File: src/hdl/psd_pkg.sv
// Shared types and constants for the point to segment distance pipeline.
package psd_pkg;

	localparam int COORD_BITS = 16;
	localparam int FRAC_BITS  = 8;
	localparam int DIST_BITS  = 25;

	typedef enum logic [1:0] {
		CASE_DEGEN    = 2'd0,
		CASE_NEAR_A   = 2'd1,
		CASE_NEAR_B   = 2'd2,
		CASE_INTERIOR = 2'd3
	} case_t;

	typedef struct packed {
		logic  valid;
		case_t kind;
	} tag_t;

endpackage

File: src/hdl/psd_isqrt.sv
// Pipelined integer square root, one root bit per stage.
module psd_isqrt #(
	parameter int RAD_BITS = 50
) (
	input  logic                  clk,
	input  logic                  arst_n,
	input  logic                  adv,
	input  psd_pkg::tag_t         tag_in,
	input  logic [RAD_BITS-1:0]   rad,
	output psd_pkg::tag_t         tag_out,
	output logic [RAD_BITS/2-1:0] root
);
	import psd_pkg::*;

	localparam int R = RAD_BITS / 2;

	logic [R+1:0]        rem_s  [R+1];
	logic [R-1:0]        root_s [R+1];
	logic [RAD_BITS-1:0] x_s    [R+1];
	tag_t                tag_s  [R+1];

	assign rem_s[0]  = '0;
	assign root_s[0] = '0;
	assign x_s[0]    = rad;
	assign tag_s[0]  = tag_in;

	for (genvar j = 0; j < R; j++) begin : g_stage
		logic [R+3:0] t;
		logic [R+3:0] trial;
		logic [R+3:0] diff;
		logic         ge;

		assign t     = {rem_s[j], x_s[j][RAD_BITS-1:RAD_BITS-2]};
		assign trial = {2'b00, root_s[j], 2'b01};
		assign diff  = t - trial;
		assign ge    = t >= trial;

		always_ff @(posedge clk or negedge arst_n) begin
			if (!arst_n) begin
				tag_s[j+1] <= '0;
			end else if (adv) begin
				tag_s[j+1] <= tag_s[j];
			end
		end

		always_ff @(posedge clk) begin
			if (adv) begin
				rem_s[j+1]  <= ge ? diff[R+1:0] : t[R+1:0];
				root_s[j+1] <= {root_s[j][R-2:0], ge};
				x_s[j+1]    <= {x_s[j][RAD_BITS-3:0], 2'b00};
			end
		end
	end

	assign tag_out = tag_s[R];
	assign root    = root_s[R];

endmodule
File: config.mk
export PLATFORM = sky130hd
export DESIGN_NAME = psd_isqrt
export DESIGN_NICKNAME = d
export VERILOG_FILES = /design/src/hdl/psd_pkg.sv /design/src/hdl/psd_isqrt.sv
export SDC_FILE = /design/constraint.sdc
export NUM_CORES = 2
export LEC_CHECK = 0
export BUFFER_PORTS_ARGS = -buffer_cell sky130_fd_sc_hd__clkbuf_2
export CAP_MARGIN = 20
export CORE_MARGIN = 4
export CORE_UTILIZATION = 65
export DETAILED_ROUTE_END_ITERATION = 8
export PLACE_DENSITY_LB_ADDON = 0.2
export SETUP_SLACK_MARGIN = 0.5
export SYNTH_ARGS = -nofsm -noshare
export SYNTH_HDL_FRONTEND = slang
export SYNTH_SLANG_ARGS = --single-unit
File: constraint.sdc
create_clock -name clk -period 5.6 [get_ports clk]
set_input_delay 1.12 -clock clk [delete_from_list [all_inputs] [get_ports clk]]
set_output_delay 1.12 -clock clk [all_outputs]
set_load 0.01 [all_outputs]
==> impl_metrics.env <==
export IMPL_vias_per_cell=5.90
export IMPL_period_minus_slack_ns=3.86
export IMPL_rsz0062_at_grt="false"
export IMPL_io_pins=84
export IMPL_firstDrtPassIters=6
export IMPL_drc=0
export IMPL_fin_setup_tns_ns=0
export IMPL_fin_ws_ns=1.74
export IMPL_syn_avg_cell_area_um2=13.2
export IMPL_ant_nets=0
export IMPL_slew_headroom=0.316
export IMPL_grt_pass1_wl_um=227000
export IMPL_hold_viol=0
export IMPL_hold_start="x_s[890]"
export IMPL_gp_congestion=0.898
export IMPL_antenna_found_initial=2
export IMPL_track_usage=0.241
export IMPL_clock_sinks=1611
export IMPL_vias=43600
export IMPL_synth_area_leaders="edfxtp_1 (63%), ha_1 (6.0%), xor2_1 (3.0%)"
export IMPL_grt_pass1_vias=43300
export IMPL_synth_edf_count=1536
export IMPL_clockBufferDepth=3
export IMPL_async_flop_share=0.0466
export IMPL_r2r_end="g_stage[10].t[26]"
export IMPL_crit_path_start_kind="register"
export IMPL_holdPathEnd="x_s[842]"
export IMPL_avgRoutedWirePerCell_um=19.2
export IMPL_max_freq_mhz=259
export IMPL_synth_main_ff_cell="edfxtp_1"
export IMPL_path_clk_slew_ns=0.06
export IMPL_fin_worst_skew_ns=0.0263
export IMPL_synth_cells=5582
export IMPL_ir_drop_mv=0.326
export IMPL_grt_max_degree=153
export IMPL_synth_top_area_frac=0.625
export IMPL_hpwl_um=98600
export IMPL_finalPower_mw=32.8
export IMPL_start_util=0.655
export IMPL_run_status="finished, final reports clean"
export IMPL_htree_num_levels=4
export IMPL_synth_common_cells="edfxtp_1 (1536), inv_1 (425), nand2_1 (395)"
export IMPL_end_kind="register"
export IMPL_routed_wl_um=142000
export IMPL_cts_post_setup_buffers_inserted=0
export IMPL_yosys_register_bits=1611
export IMPL_hold_buffers=0
export IMPL_rows=123
export IMPL_numPortBuffers=83
export IMPL_numCtsBuffers=161
export IMPL_final_core_util=0.725
export IMPL_worstPathArrival_ns=4.38
export IMPL_cts_root_buf="clkbuf_16"
export IMPL_core_area_um2=113000
export IMPL_syn_num_nets=5990
export IMPL_pre_cts_slack_ns=1.76
export IMPL_ys_seq_area_frac=0.651
export IMPL_nNetsFinal=6177
export IMPL_die_w_um=345
export IMPL_rrSetupSlack_ns=1.74
export IMPL_rr_startpoint="g_stage[9].t[14]"
export IMPL_drv_cap=0
export IMPL_cts_resized=0
export IMPL_synth_area_leader_cell="edfxtp_1"
export IMPL_worstMarginPinSlew_ns=1.03
export IMPL_fillers=7400
export IMPL_powerDensity_nw_per_um2=401
export IMPL_final_setup_viol_count=0
export IMPL_finalCritPeriodShare=0.690
export IMPL_yosys_warnings=0
export IMPL_worst_path_max_fanout=24
export IMPL_drt_iter0_markers=3622
export IMPL_synth_cell_type_count=89
export IMPL_die_h_um=345
export IMPL_die_area_um2=119000
export IMPL_drive_gt1_frac=0.0902
export IMPL_overflow=0
export IMPL_synthToLayoutAreaGrowth_pct=10.7
export IMPL_hold_class="reg2reg"
export IMPL_path_class="reg2reg"
export IMPL_diodes=0
export IMPL_syn_area_um2=73800
export IMPL_r2r_cells=9
export IMPL_worstPathRequired_ns=6.11
export IMPL_synth_most_common_cell="edfxtp_1"
export IMPL_worstSkewPairLatency_ns=0.78
export IMPL_leakagePower_nw=31.6
export IMPL_slew_viol_final=0
export IMPL_tritoncts="built"
export IMPL_whs_path_depth=0
registers in the layout, indices dropped and copies added, names as in the netlist:
| register | count |
|---|---|
| tag_s | 72 |
| root | 25 |
| g_stage.trial | 300 |
| g_stage.t | 659 |
| x_s | 552 |
| tag_out | 3 |
worst max-delay path, stage by stage, from the launching register on:
cell,delay (ns)
edfxtp_1,0.45
nor4_1,0.47
nand4b_1,0.24
nor3_1,0.34
a21oi_1,0.13
nand3_1,0.62
or3b_1,0.48
nor4_1,0.55
nand2_1,0.17
xnor2_1,0.15
placed cells by master, fill, tap and decap left out, types with 55 or more instances in the layout:
master | Yosys | layout
clkbuf_16 | 0 | 166
dfrtp_1 | 75 | 75
a21oi_1 | 280 | 279
nor4_1 | 79 | 79
xnor2_1 | 242 | 242
inv_1 | 425 | 425
xor2_1 | 252 | 252
nand3_1 | 74 | 74
mux2_2 | 112 | 112
nand2b_1 | 63 | 63
clkbuf_2 | 0 | 81
ha_1 | 352 | 352
o21a_1 | 75 | 75
a21o_1 | 125 | 125
nor2_1 | 313 | 313
edfxtp_1 | 1536 | 1536
o21ai_0 | 311 | 311
nor3_1 | 134 | 134
nand4_1 | 55 | 55
nand2_1 | 395 | 395
worst max-delay path by stage:
stage                startpoint  cells past startpoint           endpoint  slack (ns)
3_3_place_gp   g_stage[14].t[2]                     10  g_stage[15].t[25]        1.91
5_1_grt        g_stage[9].t[14]                      9  g_stage[10].t[26]        1.35
3_5_place_dp   g_stage[9].t[14]                      9  g_stage[10].t[26]        1.76
4_1_cts        g_stage[9].t[14]                      9  g_stage[10].t[26]        1.72
2_1_floorplan  g_stage[12].t[5]                     11  g_stage[13].t[22]        2.32
6_report       g_stage[9].t[14]                      9  g_stage[10].t[26]        1.74
per-layer routing:
metal | global-route usage | part of all wire | vias to the layer above
met3 | 0.0319 | 0.045 | 263
met4 | 0.0822 | 0.030 | 2
met5 | 0 | 0.000091 | -
met2 | 0.419 | 0.50 | 1141
met1 | 0.314 | 0.42 | 21200
li1 | - | - | 21000
metrics by stage:
step	instances	hold slack, ns	instance area, µm²
2_1_floorplan	5582	0.400	73800
3_3_place_gp	7105	0.400	76200
3_5_place_dp	7105	0.405	76200
4_1_cts	7398	0.415	81700
5_1_grt	7399	0.416	81700
6_report	7399	0.412	81700
power by group:
part	total (mW)	switching [mW]	leakage, nW	internal, mW
combinational	5.59	3.18	13.3	2.41
sequential	16.2	1.06	15.6	15.2
clock	11.0	4.56	2.64	6.41
cell families after synthesis:
group | Yosys count | synth area share
xor+xnor | 495 | 0.0589
buf+inv | 534 | 0.0276
compound gates | 1065 | 0.0900
flops | 1611 | 0.651
other cells | 1 | 0.0000508
fa+ha+maj | 352 | 0.0597
mux | 126 | 0.0190
simple gates | 1398 | 0.0944
layout make-up:
| type | count | area (µm²) | area share |
|---|---|---|---|
| Multi-Input combinational cell | 3437 | 23800 | 0.291 |
| Inverter | 426 | 1600 | 0.0196 |
| Tap cell | 1500 | 1880 | 0.0230 |
| Clock buffer | 191 | 4270 | 0.0522 |
| Sequential cell | 1611 | 48000 | 0.588 |
| Clock inverter | 102 | 1180 | 0.0144 |
| Timing Repair Buffer | 132 | 978 | 0.0120 |
(Power assumes the default switching activity.)
